File: config.mk
export PLATFORM = sky130hd
export DESIGN_NAME = dns_name_decompressor
export DESIGN_NICKNAME = d
export VERILOG_FILES = /design/src/rtl/dnd_pkg.sv /design/src/rtl/dnd_store.sv /design/src/rtl/dnd_seq.sv /design/src/rtl/dnd_dp.sv /design/src/rtl/dns_name_decompressor.sv
export SDC_FILE = /design/constraint.sdc
export NUM_CORES = 2
export LEC_CHECK = 0
export ABC_AREA = 1
export BUFFER_PORTS_ARGS = -buffer_cell sky130_fd_sc_hd__clkbuf_2
export CAP_MARGIN = 40
export CORE_MARGIN = 10
export CORE_UTILIZATION = 45
export CTS_CLUSTER_SIZE = 25
export DETAILED_ROUTE_END_ITERATION = 8
export GPL_TIMING_DRIVEN = 1
export HOLD_SLACK_MARGIN = 0.1
export PLACE_DENSITY = 0.65
export SLEW_MARGIN = 10
export SYNTH_ARGS = -nofsm -noshare
export SYNTH_HDL_FRONTEND = slang
export SYNTH_MEMORY_MAX_BITS = 65536
export SYNTH_SLANG_ARGS = --single-unit
export TNS_END_PERCENT = 30
File: constraint.sdc
create_clock -name clk -period 4.53 [get_ports clk]
set_input_delay 0.906 -clock clk [delete_from_list [all_inputs] [get_ports clk]]
set_output_delay 0.906 -clock clk [all_outputs]
set_load 0.05 [all_outputs]
File: src/rtl/dnd_pkg.sv
// Shared types and constants for the DNS name decompressor.
// Holds the microcode ROM, the control word and the sequencer flag types.
// No dependencies.
package dnd_pkg;

  localparam int STEP_W = 3;

  // Microprogram addresses
  localparam logic [STEP_W-1:0] STEP_IDLE   = 3'd0;
  localparam logic [STEP_W-1:0] STEP_RD_LEN = 3'd1;
  localparam logic [STEP_W-1:0] STEP_LEN    = 3'd2;
  localparam logic [STEP_W-1:0] STEP_PTR    = 3'd3;
  localparam logic [STEP_W-1:0] STEP_CHR_RD = 3'd4;
  localparam logic [STEP_W-1:0] STEP_CHR    = 3'd5;
  localparam logic [STEP_W-1:0] STEP_DOT    = 3'd6;
  localparam logic [STEP_W-1:0] STEP_FIN    = 3'd7;

  localparam logic       OP_LOAD   = 1'b0;
  localparam logic       OP_DECODE = 1'b1;
  localparam logic [7:0] PTR_TAG   = 8'd192;
  localparam logic [7:0] DOT_CHAR  = 8'h2E;

  typedef enum logic [2:0] {
    UOP_IDLE   = 3'd0,
    UOP_RD_LEN = 3'd1,
    UOP_LEN    = 3'd2,
    UOP_PTR    = 3'd3,
    UOP_CHR_RD = 3'd4,
    UOP_CHR    = 3'd5,
    UOP_DOT    = 3'd6,
    UOP_FIN    = 3'd7
  } uop_t;

  typedef struct packed {
    uop_t              uop;
    logic [STEP_W-1:0] nxt;
    logic [STEP_W-1:0] alt;
  } ctrl_word_t;

  typedef struct packed {
    logic hold;
    logic jump;
    logic fin;
  } seq_flags_t;

  function automatic ctrl_word_t ucode(input logic [STEP_W-1:0] step);
    ctrl_word_t w;
    case (step)
      STEP_IDLE:   w = '{UOP_IDLE,   STEP_IDLE,   STEP_RD_LEN};
      STEP_RD_LEN: w = '{UOP_RD_LEN, STEP_LEN,    STEP_LEN};
      STEP_LEN:    w = '{UOP_LEN,    STEP_CHR_RD, STEP_PTR};
      STEP_PTR:    w = '{UOP_PTR,    STEP_RD_LEN, STEP_RD_LEN};
      STEP_CHR_RD: w = '{UOP_CHR_RD, STEP_CHR,    STEP_CHR};
      STEP_CHR:    w = '{UOP_CHR,    STEP_CHR_RD, STEP_DOT};
      STEP_DOT:    w = '{UOP_DOT,    STEP_RD_LEN, STEP_RD_LEN};
      STEP_FIN:    w = '{UOP_FIN,    STEP_IDLE,   STEP_IDLE};
      default:     w = '{UOP_IDLE,   STEP_IDLE,   STEP_IDLE};
    endcase
    return w;
  endfunction

endpackage

File: src/rtl/dnd_store.sv
// Packet byte store: one write port, one registered read port.
// Depends on nothing; sized by PKT_DEPTH.
module dnd_store #(
  parameter int PKT_DEPTH = 512,
  parameter int AW        = $clog2(PKT_DEPTH)
) (
  input  logic          clk,
  input  logic          wr_en,
  input  logic [AW-1:0] wr_addr,
  input  logic [7:0]    wr_data,
  input  logic          rd_en,
  input  logic [AW-1:0] rd_addr,
  output logic [7:0]    rd_data
);

  logic [7:0] mem [PKT_DEPTH];

  // read data holds while rd_en is low
  always_ff @(posedge clk) begin
    if (wr_en) begin
      mem[wr_addr] <= wr_data;
    end
    if (rd_en) begin
      rd_data <= mem[rd_addr];
    end
  end

endmodule

File: src/rtl/dnd_seq.sv
// Microcode sequencer: step counter plus ROM lookup with conditional jumps.
// Depends on dnd_pkg.
module dnd_seq import dnd_pkg::*; (
  input  logic       clk,
  input  logic       rst_n,
  input  seq_flags_t flags,
  output ctrl_word_t cw
);

  logic [STEP_W-1:0] step_r, step_nxt;

  assign cw = ucode(step_r);

  always_comb begin
    step_nxt = cw.nxt;
    if (flags.hold) begin
      step_nxt = step_r;
    end else if (flags.fin) begin
      step_nxt = STEP_FIN;
    end else if (flags.jump) begin
      step_nxt = cw.alt;
    end
  end

  always_ff @(posedge clk) begin
    if (!rst_n) begin
      step_r <= STEP_IDLE;
    end else begin
      step_r <= step_nxt;
    end
  end

endmodule

File: src/rtl/dnd_dp.sv
// Walk datapath: position and label counters, chunk packer, result register.
// Depends on dnd_pkg; driven by the micro-op from dnd_seq.
module dnd_dp import dnd_pkg::*; #(
  parameter int PKT_DEPTH      = 512,
  parameter int MAX_NAME_CHARS = 255,
  parameter int AW             = $clog2(PKT_DEPTH)
) (
  input  logic          clk,
  input  logic          rst_n,
  input  uop_t          uop,
  output seq_flags_t    flags,
  input  logic          in_valid,
  output logic          in_ready,
  input  logic          in_opcode,
  input  logic [8:0]    in_address,
  input  logic [7:0]    in_data_byte,
  output logic          wr_en,
  output logic [AW-1:0] wr_addr,
  output logic [7:0]    wr_data,
  output logic          rd_en,
  output logic [AW-1:0] rd_addr,
  input  logic [7:0]    rd_data,
  output logic          out_valid,
  input  logic          out_ready,
  output logic [7:0]    out_char_a,
  output logic [7:0]    out_char_b,
  output logic [7:0]    out_char_c,
  output logic [7:0]    out_char_d,
  output logic [2:0]    out_valid_chars,
  output logic          out_last,
  output logic [8:0]    out_consumed,
  output logic          out_status
);

  localparam int PW = ((AW > 14) ? AW : 14) + 1;
  localparam int JW = $clog2(PKT_DEPTH + 2);
  localparam logic [PW-1:0] DEPTH_P = PW'(PKT_DEPTH);
  localparam logic [JW-1:0] DEPTH_J = JW'(PKT_DEPTH);
  localparam logic [7:0]    MAX_C   = 8'(MAX_NAME_CHARS);

  logic [PW-1:0]   pos_r, pos_nxt;
  logic [8:0]      start_r, start_nxt;
  logic [7:0]      cnt_r, cnt_nxt;
  logic [5:0]      hi_r, hi_nxt;
  logic            jumped_r, jumped_nxt;
  logic [JW-1:0]   jumps_r, jumps_nxt;
  logic [7:0]      nchars_r, nchars_nxt;
  logic            err_r, err_nxt;
  logic [8:0]      cons_r, cons_nxt;
  logic [3:0][7:0] ch_r, ch_nxt;
  logic [2:0]      nch_r, nch_nxt;

  logic            out_valid_r, out_valid_nxt;
  logic [3:0][7:0] out_ch_r, out_ch_nxt;
  logic [2:0]      out_vc_r, out_vc_nxt;
  logic            out_last_r, out_last_nxt;
  logic [8:0]      out_cons_r, out_cons_nxt;
  logic            out_stat_r, out_stat_nxt;

  logic [PW-1:0] addr_ext, pos_inc;
  logic [13:0]   ptr_off;
  logic          out_free, push, push_hold, emit, emit_last;
  logic [7:0]    push_char;

  assign addr_ext  = PW'(in_address);
  assign pos_inc   = pos_r + PW'(1);
  assign ptr_off   = {hi_r, rd_data};
  assign out_free  = !out_valid_r || out_ready;
  assign push_hold = (nch_r == 3'd4) && !out_free;
  assign in_ready  = (uop == UOP_IDLE);
  assign wr_addr   = addr_ext[AW-1:0];
  assign wr_data   = in_data_byte;

  always_comb begin
    pos_nxt    = pos_r;
    start_nxt  = start_r;
    cnt_nxt    = cnt_r;
    hi_nxt     = hi_r;
    jumped_nxt = jumped_r;
    jumps_nxt  = jumps_r;
    nchars_nxt = nchars_r;
    err_nxt    = err_r;
    cons_nxt   = cons_r;
    ch_nxt     = ch_r;
    nch_nxt    = nch_r;
    flags      = '0;
    wr_en      = 1'b0;
    rd_en      = 1'b0;
    rd_addr    = pos_r[AW-1:0];
    push       = 1'b0;
    push_char  = '0;
    emit       = 1'b0;
    emit_last  = 1'b0;

    case (uop)
      UOP_IDLE: begin
        if (in_valid) begin
          if (in_opcode == OP_LOAD) begin
            wr_en = (addr_ext < DEPTH_P);
          end else begin
            pos_nxt    = addr_ext;
            start_nxt  = in_address;
            jumped_nxt = 1'b0;
            jumps_nxt  = '0;
            nchars_nxt = '0;
            err_nxt    = 1'b0;
            cons_nxt   = '0;
            ch_nxt     = '0;
            nch_nxt    = '0;
            flags.jump = 1'b1;
          end
        end
      end
      UOP_RD_LEN: begin
        if (pos_r >= DEPTH_P) begin
          err_nxt   = 1'b1;
          flags.fin = 1'b1;
        end else begin
          rd_en = 1'b1;
        end
      end
      UOP_LEN: begin
        if (rd_data == 8'd0) begin
          if (!jumped_r) begin
            cons_nxt = 9'(pos_r - PW'(start_r) + PW'(1));
          end
          flags.fin = 1'b1;
        end else if (rd_data >= PTR_TAG) begin
          if (pos_inc >= DEPTH_P) begin
            err_nxt   = 1'b1;
            flags.fin = 1'b1;
          end else begin
            rd_en      = 1'b1;
            rd_addr    = pos_inc[AW-1:0];
            hi_nxt     = rd_data[5:0];
            flags.jump = 1'b1;
          end
        end else begin
          cnt_nxt = rd_data;
          pos_nxt = pos_inc;
        end
      end
      UOP_PTR: begin
        if (!jumped_r) begin
          cons_nxt   = 9'(pos_r - PW'(start_r) + PW'(2));
          jumped_nxt = 1'b1;
        end
        jumps_nxt = jumps_r + JW'(1);
        if ((PW'(ptr_off) >= DEPTH_P) || (jumps_r >= DEPTH_J)) begin
          err_nxt   = 1'b1;
          flags.fin = 1'b1;
        end else begin
          pos_nxt = PW'(ptr_off);
        end
      end
      UOP_CHR_RD: begin
        if ((pos_r >= DEPTH_P) || (nchars_r >= MAX_C)) begin
          err_nxt   = 1'b1;
          flags.fin = 1'b1;
        end else begin
          rd_en = 1'b1;
        end
      end
      UOP_CHR: begin
        push      = 1'b1;
        push_char = rd_data;
        if (!push_hold) begin
          nchars_nxt = nchars_r + 8'd1;
          pos_nxt    = pos_inc;
          cnt_nxt    = cnt_r - 8'd1;
          if (cnt_r == 8'd1) begin
            flags.jump = 1'b1;
          end
        end
      end
      UOP_DOT: begin
        if (nchars_r >= MAX_C) begin
          err_nxt   = 1'b1;
          flags.fin = 1'b1;
        end else begin
          push      = 1'b1;
          push_char = DOT_CHAR;
          if (!push_hold) begin
            nchars_nxt = nchars_r + 8'd1;
          end
        end
      end
      UOP_FIN: begin
        if (!out_free) begin
          flags.hold = 1'b1;
        end else begin
          emit      = 1'b1;
          emit_last = 1'b1;
        end
      end
      default: begin
      end
    endcase

    // a full chunk goes out only once a fifth character shows it is not the last
    if (push) begin
      if (push_hold) begin
        flags.hold = 1'b1;
      end else if (nch_r == 3'd4) begin
        emit      = 1'b1;
        ch_nxt    = '0;
        ch_nxt[0] = push_char;
        nch_nxt   = 3'd1;
      end else begin
        ch_nxt[nch_r[1:0]] = push_char;
        nch_nxt            = nch_r + 3'd1;
      end
    end
  end

  always_comb begin
    out_valid_nxt = out_valid_r && !out_ready;
    out_ch_nxt    = out_ch_r;
    out_vc_nxt    = out_vc_r;
    out_last_nxt  = out_last_r;
    out_cons_nxt  = out_cons_r;
    out_stat_nxt  = out_stat_r;
    if (emit) begin
      out_valid_nxt = 1'b1;
      out_ch_nxt    = ch_r;
      out_vc_nxt    = nch_r;
      out_last_nxt  = emit_last;
      out_cons_nxt  = (emit_last && !err_r) ? cons_r : 9'd0;
      out_stat_nxt  = emit_last && err_r;
    end
  end

  always_ff @(posedge clk) begin
    if (!rst_n) begin
      out_valid_r <= 1'b0;
    end else begin
      out_valid_r <= out_valid_nxt;
    end
  end

  always_ff @(posedge clk) begin
    pos_r      <= pos_nxt;
    start_r    <= start_nxt;
    cnt_r      <= cnt_nxt;
    hi_r       <= hi_nxt;
    jumped_r   <= jumped_nxt;
    jumps_r    <= jumps_nxt;
    nchars_r   <= nchars_nxt;
    err_r      <= err_nxt;
    cons_r     <= cons_nxt;
    ch_r       <= ch_nxt;
    nch_r      <= nch_nxt;
    out_ch_r   <= out_ch_nxt;
    out_vc_r   <= out_vc_nxt;
    out_last_r <= out_last_nxt;
    out_cons_r <= out_cons_nxt;
    out_stat_r <= out_stat_nxt;
  end

  assign out_valid       = out_valid_r;
  assign out_char_a      = out_ch_r[0];
  assign out_char_b      = out_ch_r[1];
  assign out_char_c      = out_ch_r[2];
  assign out_char_d      = out_ch_r[3];
  assign out_valid_chars = out_vc_r;
  assign out_last        = out_last_r;
  assign out_consumed    = out_cons_r;
  assign out_status      = out_stat_r;

endmodule

File: src/rtl/dns_name_decompressor.sv
// DNS name decompressor top level. A load beat writes one in-range store byte. A decode
// beat is accepted, then each length byte (terminator included) is read, each pointer
// followed, each label character is packed, a dot follows each label, and the last beat
// is sent; a stalled result beat waits. One item at a time; the store's single read
// port sets the pace. Reset clears the sequencer and the result valid; store contents
// stay undefined. Depends on dnd_pkg, dnd_store, dnd_seq, dnd_dp.
module dns_name_decompressor import dnd_pkg::*; #(
  parameter int PKT_DEPTH      = 512,
  parameter int MAX_NAME_CHARS = 255
) (
  input  logic       clk,
  input  logic       rst_n,
  input  logic       in_valid,
  output logic       in_ready,
  input  logic       in_opcode,
  input  logic [8:0] in_address,
  input  logic [7:0] in_data_byte,
  output logic       out_valid,
  input  logic       out_ready,
  output logic [7:0] out_char_a,
  output logic [7:0] out_char_b,
  output logic [7:0] out_char_c,
  output logic [7:0] out_char_d,
  output logic [2:0] out_valid_chars,
  output logic       out_last,
  output logic [8:0] out_consumed,
  output logic       out_status
);

  localparam int AW = $clog2(PKT_DEPTH);

  // store port wiring
  logic          wr_en, rd_en;
  logic [AW-1:0] wr_addr, rd_addr;
  logic [7:0]    wr_data, rd_data;

  // sequencer <-> datapath
  ctrl_word_t cw;
  seq_flags_t flags;

  dnd_store #(
    .PKT_DEPTH (PKT_DEPTH)
  ) u_store (
    .clk     (clk),
    .wr_en   (wr_en),
    .wr_addr (wr_addr),
    .wr_data (wr_data),
    .rd_en   (rd_en),
    .rd_addr (rd_addr),
    .rd_data (rd_data)
  );

  // The ROM step advances, holds on a stalled result beat, takes its alternate step on
  // a decode, pointer or label end, or goes to the finish step on a terminator or error.
  dnd_seq u_seq (
    .clk   (clk),
    .rst_n (rst_n),
    .flags (flags),
    .cw    (cw)
  );

  // Characters pack four to a beat; a full chunk waits until the next
  // character proves it is not the final beat.
  dnd_dp #(
    .PKT_DEPTH      (PKT_DEPTH),
    .MAX_NAME_CHARS (MAX_NAME_CHARS)
  ) u_dp (
    .clk             (clk),
    .rst_n           (rst_n),
    .uop             (cw.uop),
    .flags           (flags),
    .in_valid        (in_valid),
    .in_ready        (in_ready),
    .in_opcode       (in_opcode),
    .in_address      (in_address),
    .in_data_byte    (in_data_byte),
    .wr_en           (wr_en),
    .wr_addr         (wr_addr),
    .wr_data         (wr_data),
    .rd_en           (rd_en),
    .rd_addr         (rd_addr),
    .rd_data         (rd_data),
    .out_valid       (out_valid),
    .out_ready       (out_ready),
    .out_char_a      (out_char_a),
    .out_char_b      (out_char_b),
    .out_char_c      (out_char_c),
    .out_char_d      (out_char_d),
    .out_valid_chars (out_valid_chars),
    .out_last        (out_last),
    .out_consumed    (out_consumed),
    .out_status      (out_status)
  );

  // only the final beat of a decode may be short
  a_full_mid_beat: assert property (@(posedge clk) disable iff (!rst_n)
    (out_valid && !out_last) |-> (out_valid_chars == 3'd4))
    else $error("non-final beat with fewer than four characters");

  a_err_no_consumed: assert property (@(posedge clk) disable iff (!rst_n)
    (out_valid && out_status) |-> (out_last && (out_consumed == 9'd0)))
    else $error("error beat reports consumed bytes or is not final");

  a_no_read_idle: assert property (@(posedge clk) disable iff (!rst_n)
    in_ready |-> !rd_en)
    else $error("store read issued while idle");

  a_write_on_load: assert property (@(posedge clk) disable iff (!rst_n)
    wr_en |-> (in_valid && in_ready && (in_opcode == OP_LOAD)))
    else $error("store write without an accepted load beat");

endmodule
==> flow_summary.toml <==
[sta]
finalHoldViolations = 0
fin_crit_ns = 4.396
setup_violations = 0
tightest_slew_ns = 1.044
setup_ws_ns = 0.1340
slew_headroom = 0.3043
fin_hold_ws_ns = 0.2571
period_share = 0.9704
skew_ns = 0.04622
rsz0062_at_grt = "yes"
slew_viol_final = 0
setup_tns_ns = 0
timing.fmax_mhz = 227.5

[synth]
syn_area_sq_um = 175200
synthFlopType = "edfxtp_1"
synth_edf_count = 4217
ys_ff_latch = 4265
synth_top_area_share = 0.7226
synthTopCellsByArea = "edfxtp_1 (72%), nand3_1 (15%), nand2_1 (7.0%)"
syn-num-nets = 14850
async_reset_ff_frac = 0
netlist.top_cell.by_area = "edfxtp_1"
avgSynthCellArea_sq_um = 11.84
ys_seq_area_frac = 0.7281
netlist_instances = 14810
synth_cell_type_count = 50
yosys_warnings = 0

[pwr]
p_switching_mw = 47.38
p_total_mw = 123.7
peakVddDrop_v = 0.0005821
p_sw_frac = 0.3832
combPwrFrac = 0.371
p_clk_frac = 0.272
seqPwrFrac = 0.357
power_density_nw_per_um2 = 623.7
power.internal_mw = 76.27
leakagePower_nw = 68.51

[job]
max_cap_violations = 0

[global_route]
antenna_found_initial = 17
grt_usage = 0.2336
grt_max_degree = 163
grt_overflow = 0
grt_pass1_wl_mm = 744.6
grt_pass1_vias = 111300

[clocking]
cts_root_buffer = "clkbuf_16"
cts-htree-levels = 5
clock_path_buffers = 4
cts_tree = "built"
cts.reportedPaths.clkPinSlew_ns = 0.06
clock_latency_ns = 1.01
cts.sinks = 4265
cts_inserted_buffers = 425

[cells_and_area]
final_nets = 14860
drive_gt1_frac = 0.08865
instances_no_fill = 20360
syn_to_final_growth_pct = 13.13
fillers = 33060

[setup_path]
worstPathRequired_ns = 5.37
cp-end-kind = "flop"
reg2reg_slack_ns = 0.13
reg2regPathDepth = 21
cp_max_fo = 125
crit_type = "flop to flop"
crit-reg2reg-launch = "u_dp.pos_r[1]"
arrival_ns = 5.24
start_kind = "flop"
r2r_end = "u_store.rd_data[2]"

[outcome]
status = "finished clean"

[worst_hold_path]
worstHoldEndpoint = "u_dp.out_valid"
min_path_type = "primary input to flop"
worstHoldStart = "rst_n"
min_delay_path_depth = 3

[floorplanning]
die_x_um = 644.0
core_sq_um = 388500
row_count = 229
dieArea_sq_um = 414800
die_y_um = 644.0
ioPinCount = 70
start_util = 0.4510

[detailed_routing]
first_iter_violations = 16410
wl_mm = 512.5
routed-via-count = 119900
first_pass_iters = 7
viasPerCell = 5.890
ant_nets = 0
wl_per_cell_um = 25.17
drcViolationCount = 0

[placement]
post-place-cells = 19550
hpwlAfterDp_mm = 296.5
pre_cts_ws_ns = -0.05419
gp_congestion = 0.9110
io_buffers = 69
sequential cells by signal (all words and copies together) (netlist names), 3 cells and up:
name	count
u_store.mem	4096
u_dp.ch_r	32
u_dp.pos_r	15
u_dp.jumps_r	10
u_dp.cons_r	9
u_dp.out_consumed	9
u_dp.start_r	9
u_seq.cw	9
u_dp.cnt_r	8
u_dp.nchars_r	8
u_dp.out_char_a	8
u_dp.out_char_b	8
u_dp.out_char_c	8
u_dp.out_char_d	8
u_store.rd_data	8
u_dp.hi_r	6
u_dp.nch_r	3
u_dp.out_valid_chars	3
u_seq.step_r	3
placed cells by master, fill, tap and decap left out, drive strengths merged, types with 2 or more instances in the layout:
cell type / netlist / layout
xor2: 11 / 11
nor3: 24 / 24
or2: 6 / 6
dfxtp: 48 / 48
bufinv: 0 / 22
o21ai: 84 / 84
edfxtp: 4217 / 4217
a32o: 2 / 2
nand2: 3272 / 3272
clkinvlp: 0 / 9
a22oi: 11 / 11
a22o: 2 / 2
a2111oi: 2 / 2
nand4: 17 / 17
clkbuf: 451 / 624
inv: 139 / 151
o22ai: 3 / 3
mux2: 3 / 3
a21oi: 24 / 24
o221ai: 8 / 8
buf: 652 / 601
ha: 25 / 25
nor4: 6 / 6
diode: 0 / 11
nor2: 634 / 634
clkinv: 2 / 181
o211ai: 6 / 6
nand3: 5134 / 5134
a32oi: 5 / 5
xnor2: 9 / 9
synthesized netlist by cell type (3+ instances only):
cell type	count
nand3_1	5133
edfxtp_1	4217
nand2_1	3269
nor2_1	624
buf_2	538
clkbuf_1	451
inv_1	131
buf_1	90
o21ai_0	79
dfxtp_1	48
ha_1	25
a21oi_1	24
nor3_1	24
buf_4	22
nand4_1	16
a22oi_1	11
xor2_1	11
xnor2_1	9
nor2_2	8
o221ai_1	8
inv_2	7
nor4_1	6
o211ai_1	6
or2_2	6
a32oi_1	5
mux2_2	3
o21ai_1	3
o22ai_1	3
critical path, stage by stage (launching register included):
cell      delay (ns)
edfxtp_1        0.41
ha_2            0.25
nand3_2         0.12
nor2_4          0.16
nand3_1         0.12
nand2_1         0.08
nand2_1         0.06
nor2_2          0.14
nand4_4         0.23
nand2_8         0.15
buf_12          0.27
buf_16          0.40
nand3_1         0.21
nand3_1         0.14
nand3_1         0.09
nand3_1         0.11
nand3_1         0.14
nand3_1         0.22
nand3_1         0.40
nand3_1         0.18
nand3_1         0.09
nand2_1         0.07
power groups by stage:
stage	Clock (mW)	Combinational (mW)	Sequential [mW]
after floorplan	0	26.4	45.0
after global placement	0	43.3	45.0
after detailed placement	0	43.6	45.0
after CTS	33.9	43.8	44.1
after global routing	35.4	49.0	44.2
final	33.6	45.9	44.1
kinds of logic (layout without fill, tap and decap cells):
| group | count (synthesis) | count (layout) | synth area share |
|---|---|---|---|
| and+or+nand+nor | 9098 | 9098 | 0.2326 |
| DFF | 4265 | 4265 | 0.7281 |
| buffers and inverters | 1244 | 1588 | 0.03106 |
| AOI/OAI and AO/OA | 150 | 150 | 0.005098 |
| adders and majority gates | 26 | 26 | 0.001899 |
| xor gates and xnor gates | 20 | 20 | 0.0009996 |
| muxes | 3 | 3 | 0.0001928 |
| other | 0 | 11 | 0 |
metrics by stage:
stage	area, sq um	util
2_1_floorplan	175200	-
3_3_place_gp	184000	0.4737
3_5_place_dp	184300	0.4742
4_1_cts	197300	0.5078
5_1_grt	198200	0.5102
6_report	198300	0.5103
final cells by class:
cell class                 count  area, sq um  share of cell area
sequential                  4265       127600              0.6436
multi-input combinational   9297        42650              0.2152
clock buffer                 549        11290             0.05695
timing repair buffer         676         7886             0.03978
tap                         5197         6502             0.03280
clock inverter               221         1698            0.008564
inverter                     141        588.1            0.002966
antenna                       11        27.53           0.0001388
timing repair inverter         1        11.26          0.00005680
metal layers:
metal	vias up	GRT usage	wire, um
li1	53540	-	-
met1	58640	0.3287	202100
met2	6685	0.3625	235600
met3	1045	0.04349	54370
met4	4	0.08854	20400
met5	-	0	26
repair_timing:
item	4_1_cts	5_1_grt
gates cloned	0	15
pin swaps	1	2
endpoints found under the setup margin	5	8
buffers inserted	1	14
hold buffers	0	0
resized for setup	6	84
worst max path at each step:
| stage | startpoint | end | cells after the start |
|---|---|---|---|
| CTS | u_dp.pos_r[0] | u_store.rd_data[5] | 24 |
| finish | u_dp.pos_r[1] | u_store.rd_data[2] | 21 |
| detailed placement | u_dp.pos_r[0] | u_store.rd_data[5] | 24 |
| global placement | u_dp.pos_r[0] | u_store.rd_data[4] | 24 |
| floorplan | u_seq.cw[7] | u_dp.pos_r[0] | 5 |
| global route | u_dp.pos_r[1] | u_store.rd_data[7] | 24 |
Note: power is estimated with default switching activity, not from simulation.
